File: config.mk
export PLATFORM = sky130hd
export DESIGN_NAME = rrl_ctrl_flat
export DESIGN_NICKNAME = d
export VERILOG_FILES = /design/src/design/rrl_pkg.sv /design/src/design/rrl_if.sv /design/src/design/rrl_ctrl.sv /design/src/flat_wrapper.sv
export SDC_FILE = /design/constraint.sdc
export NUM_CORES = 1
export LEC_CHECK = 0
export BUFFER_PORTS_ARGS = -buffer_cell sky130_fd_sc_hd__buf_2
export CAP_MARGIN = 20
export CORE_AREA = 8 8 197 199
export CTS_CLUSTER_DIAMETER = 30
export DETAILED_ROUTE_END_ITERATION = 10
export DIE_AREA = 0 0 205 207
export HOLD_SLACK_MARGIN = 0.08
export MAX_ROUTING_LAYER = met4
export PLACE_DENSITY_LB_ADDON = 0.3
export SKIP_LAST_GASP = 1
export SLEW_MARGIN = 20
export SYNTH_ARGS = -nofsm -noshare
export SYNTH_HDL_FRONTEND = slang
export SYNTH_SLANG_ARGS = --single-unit
File: constraint.sdc
create_clock -name clk -period 10.1 [get_ports clk]
set_input_delay 1.515 -clock clk [delete_from_list [all_inputs] [get_ports clk]]
set_output_delay 1.515 -clock clk [all_outputs]
set_load 0.05 [all_outputs]
File: src/design/rrl_pkg.sv
`timescale 1ns / 1ps
// Shared types, codes and defaults of the IP range region lookup.
package rrl_pkg;

  // Default table geometry
  localparam int MAX_ENTRIES_DEF = 4096;
  localparam int BLOCK_SIZE_DEF  = 256;

  // Operation codes carried in func
  localparam logic [1:0] FUNC_CLEAR  = 2'd0;
  localparam logic [1:0] FUNC_APPEND = 2'd1;
  localparam logic [1:0] FUNC_LOOKUP = 2'd2;

  // Status codes
  localparam logic STATUS_OK   = 1'b0;
  localparam logic STATUS_FULL = 1'b1;

  // One stored range
  typedef struct packed {
    logic [31:0] first;
    logic [31:0] last;
    logic [31:0] region;
  } entry_t;

  // One coarse index span
  typedef struct packed {
    logic [31:0] first;
    logic [31:0] last;
  } span_t;

  // One result word
  typedef struct packed {
    logic [31:0] region_code;
    logic        hit;
    logic        status;
  } result_t;

endpackage

File: src/design/rrl_if.sv
`timescale 1ns / 1ps
// Valid/ready channel interfaces for the request and result words.

interface rrl_in_if;
  logic        valid;
  logic        ready;
  logic [1:0]  func;
  logic [31:0] range_begin;
  logic [31:0] range_end;
  logic [31:0] range_region;
  logic [31:0] query_address;

  modport source (
    output valid, func, range_begin, range_end, range_region, query_address,
    input  ready
  );
  modport sink (
    input  valid, func, range_begin, range_end, range_region, query_address,
    output ready
  );
endinterface


File: src/design/rrl_ctrl.sv
`timescale 1ns / 1ps
// Sequencer: appends, clears and the two-level binary search over the memories.
module rrl_ctrl #(
  parameter int MAX_ENTRIES = rrl_pkg::MAX_ENTRIES_DEF,
  parameter int BLOCK_SIZE  = rrl_pkg::BLOCK_SIZE_DEF,
  localparam int ADDR_W     = $clog2(MAX_ENTRIES),
  localparam int NUM_BLOCKS = (MAX_ENTRIES + BLOCK_SIZE - 1) / BLOCK_SIZE,
  localparam int BLK_W      = (NUM_BLOCKS > 1) ? $clog2(NUM_BLOCKS) : 1
) (
  input  logic                 clk,
  input  logic                 rst_n,
  rrl_in_if.sink               in_chan,
  output logic                 res_valid,
  input  logic                 res_ready,
  output rrl_pkg::result_t     res,
  // entry memory
  output logic                 ent_we,
  output logic [ADDR_W-1:0]    ent_waddr,
  output rrl_pkg::entry_t      ent_wdata,
  output logic                 ent_re,
  output logic [ADDR_W-1:0]    ent_raddr,
  input  rrl_pkg::entry_t      ent_rdata,
  // index memory
  output logic                 idx_we_first,
  output logic                 idx_we_last,
  output logic [BLK_W-1:0]     idx_waddr,
  output rrl_pkg::span_t       idx_wdata,
  output logic                 idx_re,
  output logic [BLK_W-1:0]     idx_raddr,
  input  rrl_pkg::span_t       idx_rdata
);
  import rrl_pkg::*;

  localparam int CNT_W  = $clog2(MAX_ENTRIES + 1);
  localparam int BCNT_W = $clog2(NUM_BLOCKS + 1);
  localparam int OFF_W  = $clog2(BLOCK_SIZE);
  localparam int TOP_W  = $clog2(MAX_ENTRIES + BLOCK_SIZE + 1);

  typedef enum logic [2:0] {
    S_IDLE,
    S_IDX_RD,
    S_IDX_CMP,
    S_ENT_SETUP,
    S_ENT_RD,
    S_ENT_CMP,
    S_DONE
  } state_t;

  state_t            state_r, state_nxt;
  logic [CNT_W-1:0]  count_r, count_nxt;
  logic [BCNT_W-1:0] blk_r, blk_nxt;
  logic [OFF_W-1:0]  off_r, off_nxt;
  logic [CNT_W-1:0]  lo_r, lo_nxt;
  logic [CNT_W-1:0]  hix_r, hix_nxt;
  logic [ADDR_W-1:0] mid_r, mid_nxt;
  logic [31:0]       qa_r, qa_nxt;
  result_t           res_r, res_nxt;

  logic              accept;
  logic [CNT_W:0]    mid_sum;
  logic [CNT_W-1:0]  mid_calc;
  logic [BCNT_W-1:0] nblocks;
  logic [TOP_W-1:0]  blk_top;
  logic              idx_match, idx_below;
  logic              ent_match, ent_below;

  assign in_chan.ready = (state_r == S_IDLE);
  assign accept        = in_chan.valid && in_chan.ready;
  assign res_valid     = (state_r == S_DONE);
  assign res           = res_r;

  // Midpoint of the half-open window [lo, hix)
  assign mid_sum  = {1'b0, lo_r} + {1'b0, hix_r} - (CNT_W + 1)'(1);
  assign mid_calc = mid_sum[CNT_W:1];

  // Blocks in use, counting a partly filled last block
  assign nblocks = blk_r + BCNT_W'(off_r != '0);

  // End of the chosen block, before it is clipped to the fill level
  assign blk_top = TOP_W'(lo_r) + TOP_W'(BLOCK_SIZE);

  // Probe compares
  assign idx_match = (qa_r >= idx_rdata.first) && (qa_r <= idx_rdata.last);
  assign idx_below = (qa_r < idx_rdata.first);
  assign ent_match = (qa_r >= ent_rdata.first) && (qa_r <= ent_rdata.last);
  assign ent_below = (qa_r < ent_rdata.first);

  // Memory addresses, and write data straight from the request word
  assign ent_waddr       = count_r[ADDR_W-1:0];
  assign ent_wdata.first = in_chan.range_begin;
  assign ent_wdata.last  = in_chan.range_end;
  assign ent_wdata.region = in_chan.range_region;
  assign idx_waddr       = blk_r[BLK_W-1:0];
  assign idx_wdata.first = in_chan.range_begin;
  assign idx_wdata.last  = in_chan.range_end;
  assign ent_raddr       = mid_calc[ADDR_W-1:0];
  assign idx_raddr       = mid_calc[BLK_W-1:0];

  // Next state and datapath
  always_comb begin
    state_nxt    = state_r;
    count_nxt    = count_r;
    blk_nxt      = blk_r;
    off_nxt      = off_r;
    lo_nxt       = lo_r;
    hix_nxt      = hix_r;
    mid_nxt      = mid_r;
    qa_nxt       = qa_r;
    res_nxt      = res_r;
    ent_we       = 1'b0;
    ent_re       = 1'b0;
    idx_we_first = 1'b0;
    idx_we_last  = 1'b0;
    idx_re       = 1'b0;

    unique case (state_r)
      S_IDLE: begin
        if (accept) begin
          res_nxt   = '0;
          qa_nxt    = in_chan.query_address;
          state_nxt = S_DONE;
          case (in_chan.func)
            FUNC_CLEAR: begin
              count_nxt = '0;
              blk_nxt   = '0;
              off_nxt   = '0;
            end
            FUNC_APPEND: begin
              if (count_r == CNT_W'(MAX_ENTRIES)) begin
                res_nxt.status = STATUS_FULL;
              end else begin
                // store the range and stretch the current block's span
                ent_we       = 1'b1;
                idx_we_first = (off_r == '0);
                idx_we_last  = 1'b1;
                count_nxt    = count_r + CNT_W'(1);
                if (off_r == OFF_W'(BLOCK_SIZE - 1)) begin
                  off_nxt = '0;
                  blk_nxt = blk_r + BCNT_W'(1);
                end else begin
                  off_nxt = off_r + OFF_W'(1);
                end
              end
            end
            FUNC_LOOKUP: begin
              if (count_r != '0) begin
                lo_nxt    = '0;
                hix_nxt   = CNT_W'(nblocks);
                state_nxt = S_IDX_RD;
              end
            end
            default: ;
          endcase
        end
      end

      S_IDX_RD: begin
        if (lo_r == hix_r) begin
          state_nxt = S_DONE;
        end else begin
          idx_re    = 1'b1;
          mid_nxt   = mid_calc[ADDR_W-1:0];
          state_nxt = S_IDX_CMP;
        end
      end

      S_IDX_CMP: begin
        if (idx_match) begin
          lo_nxt    = CNT_W'(mid_r) * CNT_W'(BLOCK_SIZE);
          state_nxt = S_ENT_SETUP;
        end else if (idx_below) begin
          hix_nxt   = CNT_W'(mid_r);
          state_nxt = S_IDX_RD;
        end else begin
          lo_nxt    = CNT_W'(mid_r) + CNT_W'(1);
          state_nxt = S_IDX_RD;
        end
      end

      S_ENT_SETUP: begin
        if (blk_top > TOP_W'(count_r)) begin
          hix_nxt = count_r;
        end else begin
          hix_nxt = blk_top[CNT_W-1:0];
        end
        state_nxt = S_ENT_RD;
      end

      S_ENT_RD: begin
        if (lo_r == hix_r) begin
          state_nxt = S_DONE;
        end else begin
          ent_re    = 1'b1;
          mid_nxt   = mid_calc[ADDR_W-1:0];
          state_nxt = S_ENT_CMP;
        end
      end

      S_ENT_CMP: begin
        if (ent_match) begin
          res_nxt.region_code = ent_rdata.region;
          res_nxt.hit         = 1'b1;
          state_nxt           = S_DONE;
        end else if (ent_below) begin
          hix_nxt   = CNT_W'(mid_r);
          state_nxt = S_ENT_RD;
        end else begin
          lo_nxt    = CNT_W'(mid_r) + CNT_W'(1);
          state_nxt = S_ENT_RD;
        end
      end

      S_DONE: begin
        if (res_ready) begin
          state_nxt = S_IDLE;
        end
      end

      default: state_nxt = S_IDLE;
    endcase
  end

  // Hold state, fill level and search registers
  always_ff @(posedge clk) begin
    if (!rst_n) begin
      state_r <= S_IDLE;
      count_r <= '0;
      blk_r   <= '0;
      off_r   <= '0;
    end else begin
      state_r <= state_nxt;
      count_r <= count_nxt;
      blk_r   <= blk_nxt;
      off_r   <= off_nxt;
    end
    lo_r  <= lo_nxt;
    hix_r <= hix_nxt;
    mid_r <= mid_nxt;
    qa_r  <= qa_nxt;
    res_r <= res_nxt;
  end

endmodule

File: src/flat_wrapper.sv
// flat-port wrapper written by rule: the top's interface ports become plain ports
module rrl_ctrl_flat import rrl_pkg::*;
#(
  parameter int MAX_ENTRIES = rrl_pkg::MAX_ENTRIES_DEF,
  parameter int BLOCK_SIZE  = rrl_pkg::BLOCK_SIZE_DEF,
  localparam int ADDR_W     = $clog2(MAX_ENTRIES),
  localparam int NUM_BLOCKS = (MAX_ENTRIES + BLOCK_SIZE - 1) / BLOCK_SIZE,
  localparam int BLK_W      = (NUM_BLOCKS > 1) ? $clog2(NUM_BLOCKS) : 1
)
  (clk, rst_n, res_valid, res_ready, res, ent_we, ent_waddr, ent_wdata, ent_re, ent_raddr, ent_rdata, idx_we_first, idx_we_last, idx_waddr, idx_wdata, idx_re, idx_raddr, idx_rdata, in_chan_valid, in_chan_func, in_chan_range_begin, in_chan_range_end, in_chan_range_region, in_chan_query_address, in_chan_ready);
  rrl_in_if in_chan_i ();
  input  logic clk;
  input  logic rst_n;
  output logic res_valid;
  input  logic res_ready;
  output rrl_pkg::result_t res;
  output logic ent_we;
  output logic [ADDR_W-1:0] ent_waddr;
  output rrl_pkg::entry_t ent_wdata;
  output logic ent_re;
  output logic [ADDR_W-1:0] ent_raddr;
  input  rrl_pkg::entry_t ent_rdata;
  output logic idx_we_first;
  output logic idx_we_last;
  output logic [BLK_W-1:0] idx_waddr;
  output rrl_pkg::span_t idx_wdata;
  output logic idx_re;
  output logic [BLK_W-1:0] idx_raddr;
  input  rrl_pkg::span_t idx_rdata;
  input wire logic [$bits(in_chan_i.valid)-1:0] in_chan_valid;
  input wire logic [$bits(in_chan_i.func)-1:0] in_chan_func;
  input wire logic [$bits(in_chan_i.range_begin)-1:0] in_chan_range_begin;
  input wire logic [$bits(in_chan_i.range_end)-1:0] in_chan_range_end;
  input wire logic [$bits(in_chan_i.range_region)-1:0] in_chan_range_region;
  input wire logic [$bits(in_chan_i.query_address)-1:0] in_chan_query_address;
  output wire logic [$bits(in_chan_i.ready)-1:0] in_chan_ready;
  assign in_chan_i.valid = in_chan_valid;
  assign in_chan_i.func = in_chan_func;
  assign in_chan_i.range_begin = in_chan_range_begin;
  assign in_chan_i.range_end = in_chan_range_end;
  assign in_chan_i.range_region = in_chan_range_region;
  assign in_chan_i.query_address = in_chan_query_address;
  assign in_chan_ready = in_chan_i.ready;
  rrl_ctrl #(.MAX_ENTRIES(MAX_ENTRIES), .BLOCK_SIZE(BLOCK_SIZE)) u_core (.clk(clk), .rst_n(rst_n), .in_chan(in_chan_i), .res_valid(res_valid), .res_ready(res_ready), .res(res), .ent_we(ent_we), .ent_waddr(ent_waddr), .ent_wdata(ent_wdata), .ent_re(ent_re), .ent_raddr(ent_raddr), .ent_rdata(ent_rdata), .idx_we_first(idx_we_first), .idx_we_last(idx_we_last), .idx_waddr(idx_waddr), .idx_wdata(idx_wdata), .idx_re(idx_re), .idx_raddr(idx_raddr), .idx_rdata(idx_rdata));
endmodule
==> run summary, run 1 <==
outcome = finished, final reports clean
Synth cell types = 68
Area growth syn-to-layout = 9.99%
period utilization = 52.0%
Crit. Startpoint = u_core.lo_r[2]
Total GRT Usage = 18.9%
core area = 35,900 µm²
total number of vias = 8,969
PostCTS Resize Cnt = 0
non-filler instance count after layout = 1,835
post-DR wirelength/cell = 21.9 µm
crit path DAT = 3.73 ns
Ys Warns = 0
Internal = 1930 µW
antenna viol nets, final = 0
Sequential Power Share = 25.2%
Post-DP Area = 12,000 µm²
Mapped Area = 11,400 µm²
Rows = 70
total CTS buffers = 17
Post-synth EDFFs = 104
flops & latches, synth = 133
f_max = 0.190 GHz
Comb pwr share = 59.0%
Vert. Die Dim = 207 µm
CTS tree = yes
overall power = 4050 µW
clk_lat worst skew = 0.42 ns
hold wc startpoint = u_core.off_r[5]
root buf cell = clkbuf_16
crit start category = register
share of layout cells above drive strength 1 = 24.2%
final setup violation count = 0
Setup Total Neg Slack = 0 ns
crit path kind = reg2out
Final Instance Area = 12,600 µm²
Mapped Avg Cell Area = 9.12 µm²
Fin. Hold Viols = 0
Crit Path Max Fanout = 3
min-delay worst type = reg2reg
GPL Wtd Cong = 0.901
fraction of registers with async set or reset after synthesis = 0%
CTS Buffer Depth = 2
relative max-transition margin = 35.5%
part of the Yosys area used for sequential elements = 32.4%
max cap viols = 0
NetSw = 2120 µW
nets = 1,819
WP data required = 8.59 ns
drt drc = 0
reg2reg start = u_core.qa_r[18]
Final Slew Violations = 0
syn_nets = 1,722
post-CTS setup buffer count = 0
Post-DP HPWL = 34,700 µm
global-route wire length before repair = 58,500 µm
total grt overflow = 0
vias in the first global route = 9,209
Pwr Density = 322 nW/µm²
I/O pin count = 527
unrepaired setup endpoints after global routing = false
sw frac = 52.3%
Clock Power Share = 15.8%
Die Span X = 205 µm
CTS Sinks = 133
vias per inst = 4.89
Post-Place Cells = 1,800
Initial Util = 31.9%
Gate Count Post-Synth = 1,254
Worst-Margin Slew = 0.966 ns
Worst-path clk slew = 0.06 ns
min Tclk post-route = 5.25 ns
Hold-fix buffers, CTS = 0
Peak VDD IR = 0.463 mV
CTS H-Tree Depth = 4
CP Capture Type = primary output
skew final = 0.0117 ns
fin util = 35.0%
Pre-antenna DRT Iters = 5
IO buf count = 270
largest net degree at the start of global routing = 37
WL final = 40,200 µm
initial antenna violation count = 6
ys flop type = edfxtp_1
1st-iter DRT viols = 322
die area = 42,400 µm²
Leak = 0.00610 µW
[cell type report]
| cell class | instances | area [µm²] |
|---|---|---|
| diodes | 3 | 7.51 |
| clock buffers | 17 | 425 |
| clock inverters | 15 | 171 |
| fillers | 3741 | 23300 |
| inverters | 208 | 781 |
| multi-input cells | 716 | 5520 |
| flip-flops and latches | 133 | 3700 |
| well taps | 468 | 586 |
| repair buffers | 275 | 1390 |
[stage by stage]
| step | hold WS [ns] | worst slack [ns] |
|---|---|---|
| floorplan | 0.465 | 4.41 |
| global placement | 0.481 | 5.02 |
| detailed placement | 0.508 | 5.26 |
| CTS | 0.517 | 4.84 |
| global route | 0.569 | 4.62 |
| finish | 0.520 | 4.85 |
[kinds of logic (layout without fill, tap and decap cells)]
family	count (synthesis)	count (layout)	share of synthesized area (%)
buffers and inverters	405	515	19.4
AND/OR/NAND/NOR	302	302	14.5
AO/OA/AOI/OAI	186	186	10.3
adder cells (fa/ha/maj)	174	174	19.1
flip-flops	133	133	32.4
XOR/XNOR	41	41	3.14
multiplexers	13	13	1.14
other	0	3	0
[cells in the final DEF, fill, tap and decap left out, types with 7 or more instances in the layout]
| cell type | n |
|---|---|
| buf_2 | 270 |
| inv_1 | 208 |
| ha_1 | 173 |
| edfxtp_1 | 104 |
| a21oi_1 | 71 |
| nand2_1 | 60 |
| nor2_1 | 50 |
| o21ai_0 | 36 |
| and2_1 | 35 |
| nand4_1 | 34 |
| nand3_1 | 31 |
| dfxtp_1 | 29 |
| xnor2_1 | 25 |
| clkbuf_16 | 17 |
| xor2_1 | 16 |
| a21o_1 | 14 |
| nor3_1 | 14 |
| nor4_1 | 13 |
| mux2i_1 | 13 |
| and3_1 | 12 |
| nor2b_1 | 11 |
| or3_1 | 8 |
| o22ai_1 | 7 |
[power groups by stage]
stage	Clock, µW	Combinational (µW)	Sequential (µW)
6_report	637	2390	1020
5_1_grt	678	2600	1040
4_1_cts	658	2410	1020
3_5_place_dp	0	2400	1030
3_3_place_gp	0	2370	1030
2_1_floorplan	0	1880	1090
[worst max-delay path: stages, from the launching register on]
cell and delay, ns:
edfxtp_1 0.43, inv_1 0.07, ha_1 0.36, inv_1 0.06, ha_1 0.28, a21o_1 0.16
a21oi_1 0.25, nor2b_1 0.12, o41ai_1 0.43, o21ai_0 0.26, o41a_1 0.37, xnor2_1 0.21
buf_2 0.31
[cell usage after synthesis, drive strengths merged, types with 18 or more instances]
cell	n	area, µm²
dfxtp	29	581
nand2	61	231
inv	208	781
edfxtp	104	3120
nor3	18	116
ha	173	2160
a21oi	71	355
nor2	50	188
buf	187	1400
nand3	31	155
and2	35	219
o21ai	39	195
nand4	37	268
xnor2	25	219
[state kept, by name, indices dropped and copies added (netlist names)]
signal	flops
u_core.res	34
u_core.qa_r	32
u_core.count_r	13
u_core.hix_r	13
u_core.lo_r	13
u_core.mid_r	12
u_core.off_r	8
u_core.blk_r	5
u_core.state_r	3
[layer usage]
layer | up-vias | part of all wire (%) | GRT usage [%]
met3 | 30 | 11 | 7.66
met5 | - | 0 | -
met4 | 0 | 1.1 | 3.67
li1 | 4351 | - | -
met1 | 4146 | 38 | 20.5
met2 | 442 | 50 | 32.3
[path summary, 6_finish.rpt]
check | end | slack, ns | depth (start not counted)
worst max-delay path | ent_raddr[11] | 4.85 | 12
worst min-delay path | u_core.off_r[5] | 0.52 | 2
worst max register to register | u_core.hix_r[6] | 6.52 | 8
worst min register to register | u_core.off_r[5] | 0.52 | 2
(Power assumes the default switching activity.)
==> run 2: changes to the inputs <==
Settings changed: CORE_AREA 8 8 197 199 to 8 8 196 198, DIE_AREA 0 0 205 207 to 0 0 204 206.
Clock period 10.1 ns to 4.7 ns, I/O delays scaled along.
==> run 2 against run 1 <==
Core utilization up 0.59 points. Setup slack worse by 4.6 ns. Largest power group unchanged. Hold slack got worse by 0.066 ns. First-iteration DRC count grew 30%. Combinational power rose by 120%. Sequential share of layout area up 0.076 points. Sequential power up 110%. Count of clock-buffer cells in the layout unchanged. Register-to-register slack got worse by 5.4 ns. Cell count decreased by 0.27%. Highest routed layer unchanged. Final area fell by 0.26%.
==> run summary, run 2 (synthesized netlist as in run 1, its figures left out) <==
outcome = finished, final reports clean (unchanged)
IO buf count = 270 (unchanged)
Sequential Power Share = 25.1% (was 25.2%)
post-DR wirelength/cell = 21.8 µm (was 21.9 µm)
Comb pwr share = 59.9% (was 59.0%)
critical path's largest stage delay = 0.47 ns (was 0.43 ns)
final setup violation count = 0 (unchanged)
Crit Path Max Fanout = 3 (unchanged)
crit path kind = reg2out (unchanged)
Post-Place Cells = 1,796 (was 1,800)
Hold-fix buffers, CTS = 0 (unchanged)
largest net degree at the start of global routing = 37 (unchanged)
commonest non-fill, non-tap cell in the layout = buf_2 (unchanged)
Post-DP HPWL = 33,900 µm (was 34,700 µm)
CTS tree = yes (unchanged)
Worst-path clk slew = 0.07 ns (was 0.06 ns)
WL final = 39,900 µm (was 40,200 µm)
total number of vias = 8,961 (was 8,969)
clk_lat worst skew = 0.42 ns (about the same)
Peak VDD IR = 0.600 mV (was 0.463 mV)
non-filler instance count after layout = 1,830 (was 1,835)
Initial Util = 32.5% (was 31.9%)
skew final = 0.00972 ns (was 0.0117 ns)
Fin. Hold Viols = 0 (unchanged)
max cap viols = 0 (unchanged)
nets = 1,822 (was 1,819)
Area growth syn-to-layout = 9.70% (was 9.99%)
min-delay worst type = in2reg (was reg2reg)
Worst-Margin Slew = 1.02 ns (was 0.966 ns)
reg2reg setup slack = 1.08 ns (was 6.52 ns)
unrepaired setup endpoints after global routing = false (unchanged)
die area = 42,000 µm² (was 42,400 µm²)
Vert. Die Dim = 206 µm (was 207 µm)
sw frac = 53.2% (was 52.3%)
vias in the first global route = 9,179 (was 9,209)
Total GRT Usage = 18.7% (was 18.9%)
NetSw = 4640 µW (was 2120 µW)
initial antenna violation count = 7 (was 6)
crit path DAT = 3.70 ns (was 3.73 ns)
Die Span X = 204 µm (was 205 µm)
Final WS setup = 0.294 ns (was 4.85 ns)
vias per inst = 4.90 (was 4.89)
Clock Power Share = 15.0% (was 15.8%)
share of layout cells above drive strength 1 = 24.2% (about the same)
root buf cell = clkbuf_16 (unchanged)
worst slack, placed = 0.766 ns (was 5.26 ns)
Sequential Area = 3700 µm² (unchanged)
PostCTS Resize Cnt = 0 (unchanged)
Leak = 0.00609 µW (was 0.00610 µW)
Largest register FFs = 34 (unchanged)
total grt overflow = 0 (unchanged)
post-CTS setup buffer count = 0 (unchanged)
drt drc = 0 (unchanged)
multi-input logic area = 5510 µm² (was 5520 µm²)
filler instances = 3,634 (was 3,741)
antenna viol nets, final = 0 (unchanged)
core area = 35,200 µm² (was 35,900 µm²)
global-route wire length before repair = 57,000 µm (was 58,500 µm)
Worst path slowest cell = o41ai_1 (was edfxtp_1)
min Tclk post-route = 4.41 ns
CTS Sinks = 133 (unchanged)
total CTS buffers = 17 (unchanged)
WP data required = 3.99 ns (was 8.59 ns)
f_max = 0.227 GHz
Setup Total Neg Slack = 0 ns (unchanged)
period utilization = 93.7%
Pre-antenna DRT Iters = 5 (unchanged)
CP Capture Type = primary output (unchanged)
Pwr Density = 695 nW/µm² (was 322 nW/µm²)
relative max-transition margin = 31.4% (was 35.5%)
Internal = 4090 µW (was 1930 µW)
CTS H-Tree Depth = 4 (unchanged)
1st-iter DRT viols = 418 (was 322)
Final Slew Violations = 0 (unchanged)
commonest non-fill, non-tap cells in the layout = buf_2 (270), inv_1 (208), ha_1 (173) (unchanged)
Rows = 69 (was 70)
I/O pin count = 527 (unchanged)
Cell Chain, Critical Path = inv_1, ha_1, inv_1, ha_1, a21o_1, a21oi_1, nor2b_1, o41ai_1, o21ai_0, o41a_1, xnor2_1, buf_2 (unchanged)
fin util = 35.6% (was 35.0%)
CTS Buffer Depth = 2 (unchanged)
GPL Wtd Cong = 0.890 (was 0.901)
crit start category = register (unchanged)
[run 2: cell types whose count changed in the layout (fill, tap and decap cells not counted), sizes merged]
cell	previous run	this run
inv	215	211
buf	275	278
bufinv	2	1
clkinvlp	1	2
clkinv	5	9
diode	3	2
[run 2: final cells by class]
cell class                      instances  share of cell area, %
Sequential cell                       133                   29.5
Inverter                              208                   6.22
Antenna cell                            2                 0.0399
Clock buffer                           17                   3.39
Clock inverter                         15                   1.05
Timing Repair Buffer                  278                   11.2
Tap cell                              461                   4.60
Multi-Input combinational cell        716                   43.9
[run 2: metrics by stage]
stage               cell area (µm²)  power, µW  hold WS, ns
CTS                           12500       8800        0.428
finish                        12500       8730        0.454
global placement              12000       7390        0.482
floorplan                     11400       6390        0.465
global route                  12500       9270        0.428
detailed placement            12000       7460        0.498
[run 2: power groups by stage]
| stage | clock [µW] | combinational [µW] | sequential (µW) |
|---|---|---|---|
| finish | 1310 | 5230 | 2190 |
| global route | 1390 | 5640 | 2230 |
| CTS | 1350 | 5260 | 2190 |
| detailed placement | 0 | 5240 | 2220 |
| global placement | 0 | 5180 | 2210 |
| floorplan | 0 | 4040 | 2350 |
[run 2: path summary, 6_finish.rpt]
path	start	end	depth (start not counted)
worst max-delay path	u_core.lo_r[2]	ent_raddr[11]	12
worst min-delay path	in_chan_query_address[9]	u_core.qa_r[9]	1
worst max register to register	u_core.qa_r[27]	u_core.res[6]	9
worst min register to register	u_core.off_r[7]	u_core.off_r[7]	2
[run 2: routing by layer]
metal	GRT usage [%]	up-vias	routed length, µm
met5	-	-	0
met4	5.73	0	871
met3	6.46	46	3700
met2	32.7	413	20300
met1	19.8	4147	15000
li1	-	4355	-
[run 2: critical path, delay by kind of cell, from the launching register on]
family,cells,cell delay [ns]
fa+ha+maj,2,0.62
simple gates,1,0.12
buf+inv,3,0.43
flops,1,0.40
xor+xnor,1,0.19
compound gates,5,1.51
==> run 3: changes to the inputs <==
Settings changed: RECOVER_POWER set to 25.
==> run 3 against run 2 <==
Fmax about the same. Non-clock buffer count unchanged. Die area is the same. Total power about the same. Critical path type unchanged. Critical endpoint unchanged. Largest power group unchanged.
==> run summary, run 3 (synthesized netlist as in run 1, its figures left out) <==
Crit Path Max Fanout = 3 (unchanged)
crit path kind = reg2out (unchanged)
Initial Util = 32.5% (unchanged)
filler instances = 3,636 (was 3,634)
Leak = 0.00608 µW (was 0.00609 µW)
post-DR wirelength/cell = 21.8 µm (about the same)
Worst-Margin Slew = 1.02 ns (unchanged)
global-route wire length before repair = 57,000 µm (unchanged)
hold_ws = 0.454 ns (about the same)
clk_lat worst skew = 0.42 ns (about the same)
PostCTS Resize Cnt = 0 (unchanged)
period utilization = 93.7% (about the same)
min-delay worst type = in2reg (unchanged)
Total GRT Usage = 18.7% (unchanged)
Rows = 69 (unchanged)
GPL Wtd Cong = 0.890 (unchanged)
Cell Chain, Critical Path = inv_1, ha_1, inv_1, ha_1, a21o_1, a21oi_1, nor2b_1, o41ai_1, o21ai_0, o41a_1, xnor2_1, buf_2 (unchanged)
total number of vias = 8,972 (was 8,961)
antenna viol nets, final = 0 (unchanged)
Final Slew Violations = 0 (unchanged)
CTS Sinks = 133 (unchanged)
unrepaired setup endpoints after global routing = false (unchanged)
initial antenna violation count = 7 (unchanged)
die area = 42,000 µm² (unchanged)
Largest register FFs = 34 (unchanged)
CTS Buffer Depth = 2 (unchanged)
skew final = 0.00973 ns (was 0.00972 ns)
largest net degree at the start of global routing = 37 (unchanged)
max cap viols = 0 (unchanged)
f_max = 0.227 GHz (about the same)
final setup violation count = 0 (unchanged)
Vert. Die Dim = 206 µm (unchanged)
Final WS setup = 0.295 ns (was 0.294 ns)
CTS H-Tree Depth = 4 (unchanged)
GR Util met2 = 32.7% (unchanged)
post-CTS setup buffer count = 0 (unchanged)
gr busiest metal = met2 (unchanged)
min Tclk post-route = 4.41 ns (about the same)
Fin. Hold Viols = 0 (unchanged)
nets = 1,822 (unchanged)
overall power = 8730 µW (about the same)
Post-DP HPWL = 33,900 µm (unchanged)
Peak VDD IR = 0.601 mV (was 0.600 mV)
Setup Total Neg Slack = 0 ns (unchanged)
critical path's largest stage delay = 0.47 ns (about the same)
WP data required = 3.99 ns (about the same)
Worst-path clk slew = 0.07 ns (about the same)
total CTS buffers = 17 (unchanged)
root buf cell = clkbuf_16 (unchanged)
crit path DAT = 3.70 ns (about the same)
CP Capture Type = primary output (unchanged)
Pwr Density = 696 nW/µm² (was 695 nW/µm²)
Worst path slowest cell = o41ai_1 (unchanged)
Hold-fix buffers, CTS = 0 (unchanged)
drt drc = 0 (unchanged)
I/O pin count = 527 (unchanged)
WL final = 39,900 µm (about the same)
Area growth syn-to-layout = 9.65% (was 9.70%)
worst slack, placed = 0.766 ns (unchanged)
Die Span X = 204 µm (unchanged)
vias in the first global route = 9,179 (unchanged)
CTS tree = yes (unchanged)
commonest non-fill, non-tap cell in the layout = buf_2 (unchanged)
commonest non-fill, non-tap cells in the layout = buf_2 (265), inv_1 (208), ha_1 (173) (was buf_2 (270), inv_1 (208), ha_1 (173))
fin util = 35.6% (about the same)
M3 GR Usage = 6.46% (unchanged)
crit start category = register (unchanged)
outcome = finished, final reports clean (unchanged)
met1 Use GR = 19.8% (unchanged)
share of layout cells above drive strength 1 = 23.8% (was 24.2%)
Pre-antenna DRT Iters = 5 (unchanged)
IO buf count = 270 (unchanged)
1st-iter DRT viols = 420 (was 418)
total grt overflow = 0 (unchanged)
vias per inst = 4.90 (about the same)
core area = 35,200 µm² (unchanged)
relative max-transition margin = 31.4% (unchanged)
run 3: cell types whose count changed in the layout (fill, tap and decap cells not counted), sizes merged:
cell,before,now
clkbuf,17,22
buf,278,273
run 3: report_power, final:
group / total, µW / switching, µW / internal, µW
clock network: 1310 / 577 / 731
logic: 5230 / 3710 / 1520
registers: 2190 / 355 / 1840
run 3: cell type report:
| class | count | area (µm²) | area share, % |
|---|---|---|---|
| Inverter | 208 | 781 | 6.23 |
| Clock buffer | 17 | 425 | 3.39 |
| Multi-Input combinational cell | 716 | 5510 | 44.0 |
| Clock inverter | 15 | 131 | 1.05 |
| Antenna cell | 2 | 5.00 | 0.0399 |
| Timing Repair Buffer | 278 | 1410 | 11.2 |
| Sequential cell | 133 | 3700 | 29.5 |
| Tap cell | 461 | 577 | 4.60 |
run 3: worst paths after layout:
kind,from,end,slack (ns),depth (start not counted)
worst max-delay path,u_core.lo_r[2],ent_raddr[11],0.29,12
worst min-delay path,in_chan_query_address[9],u_core.qa_r[9],0.45,1
worst max register to register,u_core.qa_r[27],u_core.res[6],1.08,9
worst min register to register,u_core.off_r[7],u_core.off_r[7],0.51,2
run 3: metal layers:
layer / up-vias / share of wire, %
met4: 0 / 2.2
li1: 4355 / -
met1: 4154 / 38
met3: 46 / 9.3
met5: - / 0
met2: 417 / 51
run 3: critical path, delay by kind of cell, from the launching register on:
kind	cells	cell delay, ns
AO/OA/AOI/OAI	5	1.51
AND/OR/NAND/NOR	1	0.12
adder cells (fa/ha/maj)	2	0.62
flip-flops	1	0.40
buffers and inverters	3	0.43
XOR/XNOR	1	0.19
run 3: per-stage QoR:
| stage | instance area (µm²) | cells |
|---|---|---|
| detailed placement | 12000 | 1796 |
| global route | 12500 | 1830 |
| finish | 12500 | 1830 |
| floorplan | 11400 | 1254 |
| CTS | 12500 | 1828 |
| global placement | 12000 | 1796 |
